**src/sv/pccb_pkg.sv**
```systemverilog
`timescale 1ns / 1ps

package pccb_pkg;

   localparam int NUM_BACKENDS_DEF = 8;

   localparam logic [4:0]  BSIZE_RST    = 5'd5;
   localparam logic [4:0]  OCC_MAX      = 5'd31;
   localparam logic [23:0] SHOT_SUM_MAX = 24'hFFFFFF;
   localparam logic [9:0]  NS_PER_SHOT  = 10'd1000;

   // request action codes
   localparam logic ACT_INTAKE = 1'b0;
   localparam logic ACT_FLUSH  = 1'b1;

   // response status codes
   localparam logic ST_OK          = 1'b0;
   localparam logic ST_BAD_BACKEND = 1'b1;

   // controller -> datapath
   typedef struct packed {
      logic take_req;   // latch request word, start table read
      logic rd_scan;    // read table at scan index
      logic int_calc;   // intake update, load result fields
      logic fl_calc;    // residual commit of scanned pool
      logic fl_empty;   // empty flush result
      logic mul;        // ETA product into result
      logic idx_step;   // advance scan index
   } cmd_type;

   // datapath -> controller
   typedef struct packed {
      logic new_flush;  // action of the word on the request port
      logic scan_hit;   // pool at scan index is non-empty
      logic scan_none;  // no non-empty pool at or above scan index
      logic rsp_last;   // pending result is the final one
   } sts_type;

endpackage

```
**src/sv/pccb_ctrl.sv**
```systemverilog
`timescale 1ns / 1ps

module pccb_ctrl (
   input  logic               clock,
   input  logic               reset,
   input  logic               req_valid,
   output logic               req_ready,
   output logic               rsp_valid,
   input  logic               rsp_ready,
   input  pccb_pkg::sts_type  sts,
   output pccb_pkg::cmd_type  cmd
);

   typedef enum logic [5:0] {
      ST_IDLE    = 6'b000001,
      ST_INT     = 6'b000010,
      ST_SCAN    = 6'b000100,
      ST_FL_CALC = 6'b001000,
      ST_MUL     = 6'b010000,
      ST_HOLD    = 6'b100000
   } state_type;

   state_type state_ff, state_in;

   assign req_ready = (state_ff == ST_IDLE);
   assign rsp_valid = (state_ff == ST_HOLD);

   always_comb begin
      state_in = state_ff;
      cmd      = '0;
      unique case (state_ff)
         ST_IDLE: begin
            if (req_valid) begin
               cmd.take_req = 1'b1;
               state_in     = sts.new_flush ? ST_SCAN : ST_INT;
            end
         end
         ST_INT: begin
            cmd.int_calc = 1'b1;
            state_in     = ST_MUL;
         end
         ST_SCAN: begin
            priority if (sts.scan_hit) begin
               cmd.rd_scan = 1'b1;
               state_in    = ST_FL_CALC;
            end else if (sts.scan_none) begin
               cmd.fl_empty = 1'b1;
               state_in     = ST_MUL;
            end else begin
               cmd.idx_step = 1'b1;
            end
         end
         ST_FL_CALC: begin
            cmd.fl_calc = 1'b1;
            state_in    = ST_MUL;
         end
         ST_MUL: begin
            cmd.mul  = 1'b1;
            state_in = ST_HOLD;
         end
         ST_HOLD: begin
            if (rsp_ready) begin
               if (sts.rsp_last) begin
                  state_in = ST_IDLE;
               end else begin
                  cmd.idx_step = 1'b1;
                  state_in     = ST_SCAN;
               end
            end
         end
         default: begin
            state_in = ST_IDLE;
         end
      endcase
   end

   always_ff @(posedge clock) begin
      if (reset) begin
         state_ff <= ST_IDLE;
      end else begin
         state_ff <= state_in;
      end
   end

endmodule

```
**src/sv/pccb_dpath.sv**
```systemverilog
`timescale 1ns / 1ps

module pccb_dpath #(
   parameter int NUM_BACKENDS = pccb_pkg::NUM_BACKENDS_DEF
) (
   input  logic               clock,
   input  logic               reset,
   input  pccb_pkg::cmd_type  cmd,
   output pccb_pkg::sts_type  sts,
   input  logic               csr_we,
   input  logic [4:0]         csr_wdata,
   input  logic               req_action,
   input  logic [7:0]         req_backend,
   input  logic [31:0]        req_job_id,
   input  logic [7:0]         req_fragment,
   input  logic [19:0]        req_shots,
   output logic               rsp_status,
   output logic               rsp_committed,
   output logic               rsp_residual,
   output logic [7:0]         rsp_out_backend,
   output logic [31:0]        rsp_cluster_number,
   output logic [23:0]        rsp_shot_total,
   output logic [31:0]        rsp_head_id,
   output logic [7:0]         rsp_head_fragment,
   output logic [33:0]        rsp_eta_add_ns,
   output logic [4:0]         rsp_pool_count,
   output logic [6:0]         rsp_flushed_count,
   output logic               rsp_last
);

   localparam int         IDX_W = (NUM_BACKENDS > 1) ? $clog2(NUM_BACKENDS) : 1;
   localparam logic [7:0] NB_B  = 8'(NUM_BACKENDS);

   typedef struct packed {
      logic [4:0]  occ;
      logic [23:0] sum;
      logic [31:0] hid;
      logic [7:0]  hfrag;
   } rec_type;

   // pool table
   rec_type                  mem [NUM_BACKENDS];
   rec_type                  rd_ff;
   logic                     rd_en;
   logic [IDX_W-1:0]         rd_addr;
   logic                     wr_en;
   rec_type                  wr_rec;

   logic [NUM_BACKENDS-1:0]  valid_ff, valid_in;
   logic [31:0]              cluster_ff, cluster_in;
   logic [4:0]               bsize_ff;
   logic [IDX_W-1:0]         idx_ff, idx_in;
   logic [6:0]               flushed_ff, flushed_in;

   // latched request word
   logic [7:0]               bk_ff;
   logic [31:0]              job_ff;
   logic [7:0]               frag_ff;
   logic [19:0]              shots_ff;

   // result fields
   logic                     status_ff, status_in;
   logic                     committed_ff, committed_in;
   logic                     residual_ff, residual_in;
   logic [7:0]               obk_ff, obk_in;
   logic [31:0]              cnum_ff, cnum_in;
   logic [23:0]              cshots_ff, cshots_in;
   logic [31:0]              hid_ff, hid_in;
   logic [7:0]               hfrag_ff, hfrag_in;
   logic [33:0]              eta_ff, eta_in;
   logic [4:0]               pcount_ff, pcount_in;
   logic [6:0]               fcount_ff, fcount_in;
   logic                     last_ff, last_in;

   // intake arithmetic
   logic                     in_range;
   logic [IDX_W-1:0]         bk_idx;
   rec_type                  cur;
   logic [4:0]               occ_new;
   logic [24:0]              sum_wide;
   logic [23:0]              sum_new;
   logic                     commit;
   logic [NUM_BACKENDS-1:0]  from_idx;

   assign in_range = (bk_ff < NB_B);
   assign bk_idx   = in_range ? bk_ff[IDX_W-1:0] : '0;
   assign from_idx = valid_ff >> idx_ff;

   always_comb begin
      sts.new_flush = (req_action == pccb_pkg::ACT_FLUSH);
      sts.scan_hit  = from_idx[0];
      sts.scan_none = ~|from_idx;
      sts.rsp_last  = last_ff;
   end

   always_comb begin
      cur = valid_ff[bk_idx] ? rd_ff : '0;
      occ_new  = (cur.occ < pccb_pkg::OCC_MAX) ? cur.occ + 5'd1 : pccb_pkg::OCC_MAX;
      sum_wide = {1'b0, cur.sum} + 25'(shots_ff);
      sum_new  = sum_wide[24] ? pccb_pkg::SHOT_SUM_MAX : sum_wide[23:0];
      commit   = (occ_new >= bsize_ff);
      wr_rec.occ   = occ_new;
      wr_rec.sum   = sum_new;
      wr_rec.hid   = (cur.occ == 5'd0) ? job_ff  : cur.hid;
      wr_rec.hfrag = (cur.occ == 5'd0) ? frag_ff : cur.hfrag;
   end

   assign rd_en   = (cmd.take_req && (req_backend < NB_B)) || cmd.rd_scan;
   assign rd_addr = cmd.rd_scan ? idx_ff : req_backend[IDX_W-1:0];
   assign wr_en   = cmd.int_calc && in_range && !commit;

   always_ff @(posedge clock) begin
      if (rd_en) begin
         rd_ff <= mem[rd_addr];
      end
      if (wr_en) begin
         mem[bk_idx] <= wr_rec;
      end
   end

   always_comb begin
      valid_in     = valid_ff;
      cluster_in   = cluster_ff;
      idx_in       = idx_ff;
      flushed_in   = flushed_ff;
      status_in    = status_ff;
      committed_in = committed_ff;
      residual_in  = residual_ff;
      obk_in       = obk_ff;
      cnum_in      = cnum_ff;
      cshots_in    = cshots_ff;
      hid_in       = hid_ff;
      hfrag_in     = hfrag_ff;
      eta_in       = eta_ff;
      pcount_in    = pcount_ff;
      fcount_in    = fcount_ff;
      last_in      = last_ff;

      if (cmd.take_req) begin
         idx_in     = '0;
         flushed_in = '0;
      end
      if (cmd.idx_step) begin
         idx_in = idx_ff + IDX_W'(1);
      end

      if (cmd.int_calc) begin
         status_in    = in_range ? pccb_pkg::ST_OK : pccb_pkg::ST_BAD_BACKEND;
         committed_in = in_range && commit;
         residual_in  = 1'b0;
         obk_in       = bk_ff;
         cnum_in      = '0;
         cshots_in    = '0;
         hid_in       = '0;
         hfrag_in     = '0;
         pcount_in    = '0;
         fcount_in    = '0;
         last_in      = 1'b1;
         if (in_range) begin
            if (commit) begin
               valid_in[bk_idx] = 1'b0;
               cluster_in       = cluster_ff + 32'd1;
               cnum_in          = cluster_ff + 32'd1;
               cshots_in        = sum_new;
               hid_in           = wr_rec.hid;
               hfrag_in         = wr_rec.hfrag;
            end else begin
               valid_in[bk_idx] = 1'b1;
               pcount_in        = occ_new;
            end
         end
      end

      if (cmd.fl_calc) begin
         valid_in[idx_ff] = 1'b0;
         cluster_in       = cluster_ff + 32'd1;
         flushed_in       = flushed_ff + 7'd1;
         status_in        = pccb_pkg::ST_OK;
         committed_in     = 1'b1;
         residual_in      = 1'b1;
         obk_in           = 8'(idx_ff);
         cnum_in          = cluster_ff + 32'd1;
         cshots_in        = rd_ff.sum;
         hid_in           = rd_ff.hid;
         hfrag_in         = '0;
         pcount_in        = '0;
         // final result when nothing non-empty lies above this pool
         last_in          = ~|(from_idx >> 1);
         fcount_in        = last_in ? flushed_ff + 7'd1 : 7'd0;
      end

      if (cmd.fl_empty) begin
         status_in    = pccb_pkg::ST_OK;
         committed_in = 1'b0;
         residual_in  = 1'b0;
         obk_in       = '0;
         cnum_in      = '0;
         cshots_in    = '0;
         hid_in       = '0;
         hfrag_in     = '0;
         pcount_in    = '0;
         fcount_in    = '0;
         last_in      = 1'b1;
      end

      if (cmd.mul) begin
         eta_in = 34'(cshots_ff) * 34'(pccb_pkg::NS_PER_SHOT);
      end
   end

   always_ff @(posedge clock) begin
      if (reset) begin
         valid_ff   <= '0;
         cluster_ff <= '0;
         bsize_ff   <= pccb_pkg::BSIZE_RST;
         idx_ff     <= '0;
         flushed_ff <= '0;
         last_ff    <= 1'b0;
      end else begin
         valid_ff   <= valid_in;
         cluster_ff <= cluster_in;
         idx_ff     <= idx_in;
         flushed_ff <= flushed_in;
         last_ff    <= last_in;
         if (csr_we) begin
            bsize_ff <= csr_wdata;
         end
      end
   end

   always_ff @(posedge clock) begin
      if (cmd.take_req) begin
         bk_ff    <= req_backend;
         job_ff   <= req_job_id;
         frag_ff  <= req_fragment;
         shots_ff <= req_shots;
      end
      status_ff    <= status_in;
      committed_ff <= committed_in;
      residual_ff  <= residual_in;
      obk_ff       <= obk_in;
      cnum_ff      <= cnum_in;
      cshots_ff    <= cshots_in;
      hid_ff       <= hid_in;
      hfrag_ff     <= hfrag_in;
      eta_ff       <= eta_in;
      pcount_ff    <= pcount_in;
      fcount_ff    <= fcount_in;
   end

   assign rsp_status         = status_ff;
   assign rsp_committed      = committed_ff;
   assign rsp_residual       = residual_ff;
   assign rsp_out_backend    = obk_ff;
   assign rsp_cluster_number = cnum_ff;
   assign rsp_shot_total     = cshots_ff;
   assign rsp_head_id        = hid_ff;
   assign rsp_head_fragment  = hfrag_ff;
   assign rsp_eta_add_ns     = eta_ff;
   assign rsp_pool_count     = pcount_ff;
   assign rsp_flushed_count  = fcount_ff;
   assign rsp_last           = last_ff;

endmodule

```
**src/sv/per_channel_count_bundler.sv**
```systemverilog
`timescale 1ns / 1ps
// Intake word: table read, update/write-back, ETA multiply and hand-off in turn;
//   no new word is taken until its result has been handed off.
// Flush word: steps past each empty backend and commits each occupied pool;
//   a flush of an all-empty table gives its one result, an empty one.
// Reset: synchronous, active high. Pools empty, cluster number 0, bundle size 5.
//   Pool occupancy is tracked by per-backend valid bits, so no clearing pass.

module per_channel_count_bundler #(
   parameter int NUM_BACKENDS = pccb_pkg::NUM_BACKENDS_DEF
) (
   input  logic         clock,
   input  logic         reset,

   // bundle size register
   input  logic         csr_we,
   input  logic [4:0]   csr_wdata,

   // request channel
   input  logic         req_valid,
   output logic         req_ready,
   input  logic         req_action,
   input  logic [7:0]   req_backend,
   input  logic [31:0]  req_job_id,
   input  logic [7:0]   req_fragment,
   input  logic [19:0]  req_shots,

   // response channel
   output logic         rsp_valid,
   input  logic         rsp_ready,
   output logic         rsp_status,
   output logic         rsp_committed,
   output logic         rsp_residual,
   output logic [7:0]   rsp_out_backend,
   output logic [31:0]  rsp_cluster_number,
   output logic [23:0]  rsp_shot_total,
   output logic [31:0]  rsp_head_id,
   output logic [7:0]   rsp_head_fragment,
   output logic [33:0]  rsp_eta_add_ns,
   output logic [4:0]   rsp_pool_count,
   output logic [6:0]   rsp_flushed_count,
   output logic         rsp_last
);

   // Controller sequences one word at a time; the datapath owns the pool
   // table (one read port, one write port, registered read), the valid
   // bits, the cluster number and the response register.
   pccb_pkg::cmd_type cmd;
   pccb_pkg::sts_type sts;

   pccb_ctrl u_ctrl (
      .clock     (clock),
      .reset     (reset),
      .req_valid (req_valid),
      .req_ready (req_ready),
      .rsp_valid (rsp_valid),
      .rsp_ready (rsp_ready),
      .sts       (sts),
      .cmd       (cmd)
   );

   // Flush walks the backends by index; the final result is spotted by
   // looking for any occupied pool above the current one, so the scan
   // stops straight after the last commit.
   pccb_dpath #(
      .NUM_BACKENDS (NUM_BACKENDS)
   ) u_dpath (
      .clock              (clock),
      .reset              (reset),
      .cmd                (cmd),
      .sts                (sts),
      .csr_we             (csr_we),
      .csr_wdata          (csr_wdata),
      .req_action         (req_action),
      .req_backend        (req_backend),
      .req_job_id         (req_job_id),
      .req_fragment       (req_fragment),
      .req_shots          (req_shots),
      .rsp_status         (rsp_status),
      .rsp_committed      (rsp_committed),
      .rsp_residual       (rsp_residual),
      .rsp_out_backend    (rsp_out_backend),
      .rsp_cluster_number (rsp_cluster_number),
      .rsp_shot_total     (rsp_shot_total),
      .rsp_head_id        (rsp_head_id),
      .rsp_head_fragment  (rsp_head_fragment),
      .rsp_eta_add_ns     (rsp_eta_add_ns),
      .rsp_pool_count     (rsp_pool_count),
      .rsp_flushed_count  (rsp_flushed_count),
      .rsp_last           (rsp_last)
   );

endmodule

```
**config.mk**
```make
export PLATFORM = sky130hd
export DESIGN_NAME = per_channel_count_bundler
export DESIGN_NICKNAME = d
export VERILOG_FILES = /design/src/sv/pccb_pkg.sv /design/src/sv/pccb_ctrl.sv /design/src/sv/pccb_dpath.sv /design/src/sv/per_channel_count_bundler.sv
export SDC_FILE = /design/constraint.sdc
export NUM_CORES = 1
export LEC_CHECK = 0
export BUFFER_PORTS_ARGS = -buffer_cell sky130_fd_sc_hd__buf_2
export CAP_MARGIN = 20
export CORE_MARGIN = 3
export CORE_UTILIZATION = 30
export DETAILED_ROUTE_END_ITERATION = 8
export PLACE_DENSITY = 0.44
export SKIP_CTS_REPAIR_TIMING = 1
export SYNTH_ARGS = -nofsm -noshare
export SYNTH_HDL_FRONTEND = slang
export SYNTH_SLANG_ARGS = --single-unit
export TNS_END_PERCENT = 5
```
**constraint.sdc**
```tcl
create_clock -name clock -period 13.1 [get_ports clock]
set_input_delay 1.31 -clock clock [delete_from_list [all_inputs] [get_ports clock]]
set_output_delay 1.31 -clock clock [all_outputs]
set_load 0.03 [all_outputs]
```
==> results of run 1 <==
## through the flow
stage | utilization, % | total power [µW] | setup WS (ns)
after floorplan | - | 3740 | 5.48
after global placement | 32.8 | 3960 | 6.31
after detailed placement | 32.9 | 3960 | 6.24
after CTS | 35.5 | 6960 | 6.20
after global routing | 35.5 | 7150 | 5.90
final | 35.5 | 6840 | 6.36
## layer usage
metal	vias up	track usage (%)	wire, µm
met1	13300	21.9	53000
met4	0	4.19	2640
met5	-	0	0
li1	12900	-	-
met3	146	2.60	4360
met2	509	27.4	55800
## layout by cell type, fill, tap and decap left out, types with 12 or more instances in the layout
cell type / n
and2_1: 34
o211ai_1: 13
o2bb2ai_1: 26
fa_1: 87
a21oi_1: 393
a211oi_1: 16
nand2b_1: 13
a22oi_1: 80
nor3_1: 25
or4_1: 82
xnor2_1: 46
buf_4: 46
nand2_1: 726
buf_2: 231
ha_1: 99
o22ai_1: 17
edfxtp_1: 720
clkbuf_1: 23
xor2_1: 21
a22o_1: 20
clkinv_2: 23
nor2_1: 116
nand3_1: 69
o21ai_0: 74
a21o_1: 29
o31ai_1: 12
a31oi_1: 15
clkinv_1: 16
dfxtp_1: 181
inv_1: 165
or3_1: 33
clkbuf_16: 106
## sequential cells by signal, indices dropped and copies added (netlist names), 6 cells and up
| name | flops |
|---|---|
| u_dpath.rsp_head_id | 32 |
| u_dpath.flushed_ff | 7 |
| u_dpath.frag_ff | 8 |
| u_dpath.rsp_head_fragment | 8 |
| u_dpath.rsp_eta_add_ns | 31 |
| u_ctrl.state_ff | 6 |
| u_dpath.rsp_flushed_count | 7 |
| u_dpath.mem | 552 |
| u_dpath.rsp_out_backend | 8 |
| u_dpath.bk_ff | 8 |
| u_dpath.rd_ff | 69 |
| u_dpath.cluster_ff | 32 |
| u_dpath.rsp_cluster_number | 32 |
| u_dpath.job_ff | 32 |
| u_dpath.rsp_shot_total | 24 |
| u_dpath.valid_ff | 8 |
| u_dpath.shots_ff | 20 |
## area by class of cell
type | instances | area (µm²) | area share, %
flip-flops and latches | 901 | 25200 | 53.7
clock inverters | 64 | 653 | 1.39
repair buffers | 281 | 1570 | 3.34
inverters | 169 | 639 | 1.36
well taps | 1755 | 2200 | 4.67
clock buffers | 137 | 2850 | 6.06
multi-input cells | 2207 | 13900 | 29.5
## power breakdown
group	switching, µW	internal, µW
registers	44.7	3190
logic	447	201
clock network	1240	1720
## worst paths after layout
| kind | endpoint | slack [ns] | start | cells past startpoint |
|---|---|---|---|---|
| max reg2reg | u_dpath.mem[4][42]$_DFFE_PP_ | 6.36 | u_dpath.bk_ff[1]$_DFFE_PP_ | 18 |
| max | u_dpath.mem[4][42]$_DFFE_PP_ | 6.36 | u_dpath.bk_ff[1]$_DFFE_PP_ | 18 |
| min reg2reg | u_dpath.rsp_flushed_count[1]$_SDFFE_PP0P_ | 0.45 | u_dpath.rsp_flushed_count[1]$_SDFFE_PP0P_ | 2 |
| min | u_dpath.rsp_flushed_count[1]$_SDFFE_PP0P_ | 0.45 | u_dpath.rsp_flushed_count[1]$_SDFFE_PP0P_ | 2 |
## cells by family (layout without fill, tap and decap cells)
family	Yosys count	in the layout	synth area share, %
multiplexers	16	16	0.502
buffers and inverters	354	651	3.50
other	1	3	0.00929
adder cells (fa/ha/maj)	186	186	7.38
XOR/XNOR	67	67	1.45
AND/OR/NAND/NOR	1171	1171	13.0
AO/OA/AOI/OAI	764	764	11.6
flip-flops	901	901	62.5
## worst reg2reg max path, cell delays in order, from the launching register on
cell      delay [ns]
edfxtp_1        0.55
nor3b_1         0.22
a211o_1         0.31
a31oi_4         0.20
buf_4           0.53
buf_4           0.61
nand2_1         0.24
inv_1           0.10
ha_1            0.20
nand3_1         0.09
mux2_2          0.27
and2_1          0.26
ha_1            0.33
a21oi_1         0.15
o21ai_1         0.09
buf_4           0.21
or2_2           0.40
nor2_4          0.72
buf_4           0.85
==> results.sh, run 1 <==
export IMPL_grt_max_degree=139
export IMPL_worst_slew_pin_slew_ns=1.03
export IMPL_globalRouteOverflowTotal=0
export IMPL_fin_crit_sh_pct=51.4
export IMPL_fin_area_um2=47000
export IMPL_numCtsBuffers=106
export IMPL_postRouteAntennaNets=0
export IMPL_core_area_um2=132000
export IMPL_start_util_pct=30.5
export IMPL_cpMaxStageDelayCell="buf_4"
export IMPL_drt_pass1_iterations=5
export IMPL_dp_cells=5311
export IMPL_vdd_drop_max_mv=0.0980
export IMPL_vias=26800
export IMPL_postSynthCellCount=3460
export IMPL_worstPathMaxFanout=47
export IMPL_drc=0
export IMPL_io_pins=235
export IMPL_rows=133
export IMPL_wl_per_cell_um=21.0
export IMPL_diodes=0
export IMPL_crit_top_cell="buf_4"
export IMPL_synth_edf_count=720
export IMPL_required_ns=13.42
export IMPL_yosysSeqAreaShare_pct=62.5
export IMPL_synth_area_per_cell_um2=11.7
export IMPL_cpPeakStageDelay_ns=0.83
export IMPL_hold_viol=0
export IMPL_antenna_found_initial=1
export IMPL_pwr_density_cell_nw_per_um2=145
export IMPL_yosysMostFrequentCell="nand2_1"
export IMPL_grt_first_pass_wirelength_um=175000
export IMPL_yosys_warnings=0
export IMPL_path_clk_slew_ns=0.06
export IMPL_clockBufferDepth=3
export IMPL_final_nets=3931
export IMPL_dp_hpwl_um=67300
export IMPL_synth_cell_types=77
export IMPL_fp_dieW_um=373
export IMPL_insertion_delay_ns=0.71
export IMPL_synth_commonest_cells="726 x nand2_1, 720 x edfxtp_1, 395 x a21oi_1"
export IMPL_cp_arrival_ns=7.06
export IMPL_p_leak_uw=0.0177
export IMPL_start_kind="flop"
export IMPL_gp_congestion=0.765
export IMPL_tns_ns=0
export IMPL_yosys_top_cells_area="edfxtp_1 54%, dfxtp_1 9.0%, nand2_1 6.8%"
export IMPL_place_area_um2=43500
export IMPL_crit_family="buffers and inverters"
export IMPL_die_area_um2=139000
export IMPL_yosysTopAreaCell="edfxtp_1"
export IMPL_drive_gt1_share_pct=13.0
export IMPL_path_buf_inv=5
export IMPL_area_growth_syn_to_layout_pct=16.6
export IMPL_synthArstFlopShare_pct=0
export IMPL_worst_hold_slack_ns=0.453
export IMPL_setup_viol=0
export IMPL_io_buffers=231
export IMPL_maxCapViolCount=0
export IMPL_synth_ff_latch_count=901
export IMPL_synthFlopType="edfxtp_1"
export IMPL_hold_path_class="reg2reg"
export IMPL_finClkSkew_ns=0.0315
export IMPL_critical_path_class="reg2reg"
export IMPL_synth_top_cell_area_share_pct=53.6
export IMPL_htree_levels=3
export IMPL_grt_pass1_vias=26800
export IMPL_fin_crit_ns=6.74
export IMPL_end_kind="flop"
export IMPL_detail_route_wirelength_um=116000
export IMPL_max_freq_mhz=148
export IMPL_cts_sinks=901
export IMPL_cts_tree="built"
export IMPL_grt_usage_pct=16.3
export IMPL_path_cells="nor3b_1, a211o_1, a31oi_4, buf_4, buf_4, nand2_1, inv_1, ha_1, nand3_1, mux2_2, and2_1, ha_1, a21oi_1, o21ai_1, buf_4, or2_2, nor2_4, buf_4"
export IMPL_slew_viol_final=0
export IMPL_drt_iter0_markers=1913
export IMPL_vias_per_cell=4.86
export IMPL_nFillCells=13200
export IMPL_cts_root_buf="clkbuf_16"
export IMPL_status="complete, no violations"
export IMPL_rsz0062_at_grt="no"
export IMPL_synthesis_area_um2=40400
export IMPL_finalNonFillerCells=5514
export IMPL_maxSlewHeadroom_pct=31.4
export IMPL_die_y_um=373
Note: power is estimated with default switching activity, not from simulation.
==> run 2, diff against run 1 <==
Settings changed: PLACE_DENSITY 0.44 to 0.46.
Clock period 13.1 ns to 5.5 ns, I/O delays scaled along.
==> results.sh, run 2 (synthesis results as in run 1) <==
export IMPL_status="complete, no violations"
export IMPL_clockBufferDepth=3
export IMPL_hold_path_class="in2reg"
export IMPL_cts_tree="built"
export IMPL_drt_iter0_markers=1988
export IMPL_path_buf_inv=3
export IMPL_seqPwrFrac_pct=47.6
export IMPL_reg2reg_from="u_dpath.bk_ff[1]$_DFFE_PP_"
export IMPL_grt_pass1_vias=27100
export IMPL_diodes=0
export IMPL_dp_hpwl_um=71600
export IMPL_area_growth_syn_to_layout_pct=19.3
export IMPL_end_kind="flop"
export IMPL_htree_levels=3
export IMPL_hold_viol=0
export IMPL_start_kind="flop"
export IMPL_wl_per_cell_um=21.1
export IMPL_drt_pass1_iterations=6
export IMPL_drc=0
export IMPL_grt_usage_pct=16.6
export IMPL_io_buffers=231
export IMPL_max_freq_mhz=197
export IMPL_postRouteAntennaNets=0
export IMPL_setup_viol=0
export IMPL_io_pins=235
export IMPL_die_y_um=373
export IMPL_p_leak_uw=0.0182
export IMPL_crit_path_start="u_dpath.bk_ff[1]$_DFFE_PP_"
export IMPL_finalNonFillerCells=5604
export IMPL_fin_crit_sh_pct=92.2
export IMPL_numCtsBuffers=103
export IMPL_final_nets=4025
export IMPL_intPower_uw=12100
export IMPL_vias_per_cell=4.91
export IMPL_vias=27500
export IMPL_critical_path_class="reg2reg"
export IMPL_vdd_drop_max_mv=0.201
export IMPL_power_switching_uw=4100
export IMPL_cp_arrival_ns=5.48
export IMPL_top_register="u_dpath.mem"
export IMPL_worst_slew_pin_slew_ns=1.08
export IMPL_mostFrequentLayoutCells="726 x nand2_1, 720 x edfxtp_1, 393 x a21oi_1"
export IMPL_layout_commonest_cell="nand2_1"
export IMPL_grt_max_degree=139
export IMPL_cpMaxStageDelayCell="edfxtp_1"
export IMPL_cpPeakStageDelay_ns=0.56
export IMPL_path_clk_slew_ns=0.06
export IMPL_slew_viol_final=0
export IMPL_insertion_delay_ns=0.72
export IMPL_top_regs="u_dpath.mem x552, u_dpath.rd_ff x69"
export IMPL_p_comb_share_pct=10.1
export IMPL_worst_hold_slack_ns=0.0467
export IMPL_rows=133
export IMPL_pwr_density_cell_nw_per_um2=336
export IMPL_core_area_um2=132000
export IMPL_maxCapViolCount=0
export IMPL_timing_final_ws_setup_ns=0.432
export IMPL_worstPathMaxFanout=19
export IMPL_cts_sinks=901
export IMPL_fin_crit_ns=5.07
export IMPL_largest_reg_flops=552
export IMPL_drive_gt1_share_pct=13.8
export IMPL_clkPwrFrac_pct=42.3
export IMPL_place_ws_ns=0.388
export IMPL_globalRouteOverflowTotal=0
export IMPL_min_delay_start="req_backend[3]"
export IMPL_dp_cells=5358
export IMPL_crit_family="compound AO/OA/AOI/OAI gates"
export IMPL_path_cells="mux4_2, nand2_1, a31oi_4, and2_1, ha_1, fa_1, a21oi_1, o21ai_0, a211oi_1, buf_4, nor3_1, or4_1, buf_4, a21oi_1, inv_1"
export IMPL_rsz0062_at_grt="no"
export IMPL_start_util_pct=30.5
export IMPL_grt_first_pass_wirelength_um=178000
export IMPL_die_area_um2=139000
export IMPL_finClkSkew_ns=0.0359
export IMPL_fp_dieW_um=373
export IMPL_required_ns=5.92
export IMPL_detail_route_wirelength_um=118000
export IMPL_maxSlewHeadroom_pct=28.3
export IMPL_p_total_uw=16200
export IMPL_p_sw_share_pct=25.4
export IMPL_cts_root_buf="clkbuf_16"
export IMPL_gp_congestion=0.789
export IMPL_antenna_found_initial=2
-- run 2: final timing paths --
check                                                                 end  slack, ns  cells after the start
worst max-delay path                         u_dpath.mem[3][54]$_DFFE_PP_       0.43                     15
worst min-delay path                           u_dpath.bk_ff[3]$_DFFE_PP_       0.05                      1
worst max register to register               u_dpath.mem[3][54]$_DFFE_PP_       0.43                     15
worst min register to register  u_dpath.rsp_flushed_count[5]$_SDFFE_PP0P_       0.45                      2
-- run 2: final cells by class --
| type | instances | area [µm²] |
|---|---|---|
| Sequential cell | 901 | 25200 |
| Fill cell | 13000 | 84300 |
| Clock inverter | 57 | 571 |
| Multi-Input combinational cell | 2207 | 13900 |
| Inverter | 169 | 639 |
| Timing Repair Buffer | 378 | 2800 |
| Clock buffer | 137 | 2810 |
| Tap cell | 1755 | 2200 |
-- run 2: per-layer routing --
| metal | part of all wire (%) | wire [µm] | track usage, % | vias to the layer above |
|---|---|---|---|---|
| met3 | 4.4 | 5230 | 2.60 | 163 |
| met4 | 2.4 | 2810 | 4.29 | 0 |
| met5 | 0 | 0 | 0 | - |
| met1 | 45 | 53700 | 22.7 | 13600 |
| li1 | - | - | - | 13100 |
| met2 | 48 | 56300 | 27.5 | 688 |
-- run 2: power by group through the flow --
stage	Clock (µW)	Sequential (µW)	Combinational (µW)
detailed placement	0	7840	1640
CTS	7060	7700	1640
finish	6840	7700	1630
global route	7320	7710	1850
global placement	0	7840	1630
floorplan	0	7950	948
-- run 2: per-stage QoR --
step	TNS, ns	cell area (µm²)	util (%)
6_report	0	48200	36.4
4_1_cts	0	47600	36.0
3_5_place_dp	0	44300	33.4
2_1_floorplan	-150.62	40400	-
5_1_grt	0	48200	36.4
3_3_place_gp	0	44200	33.4
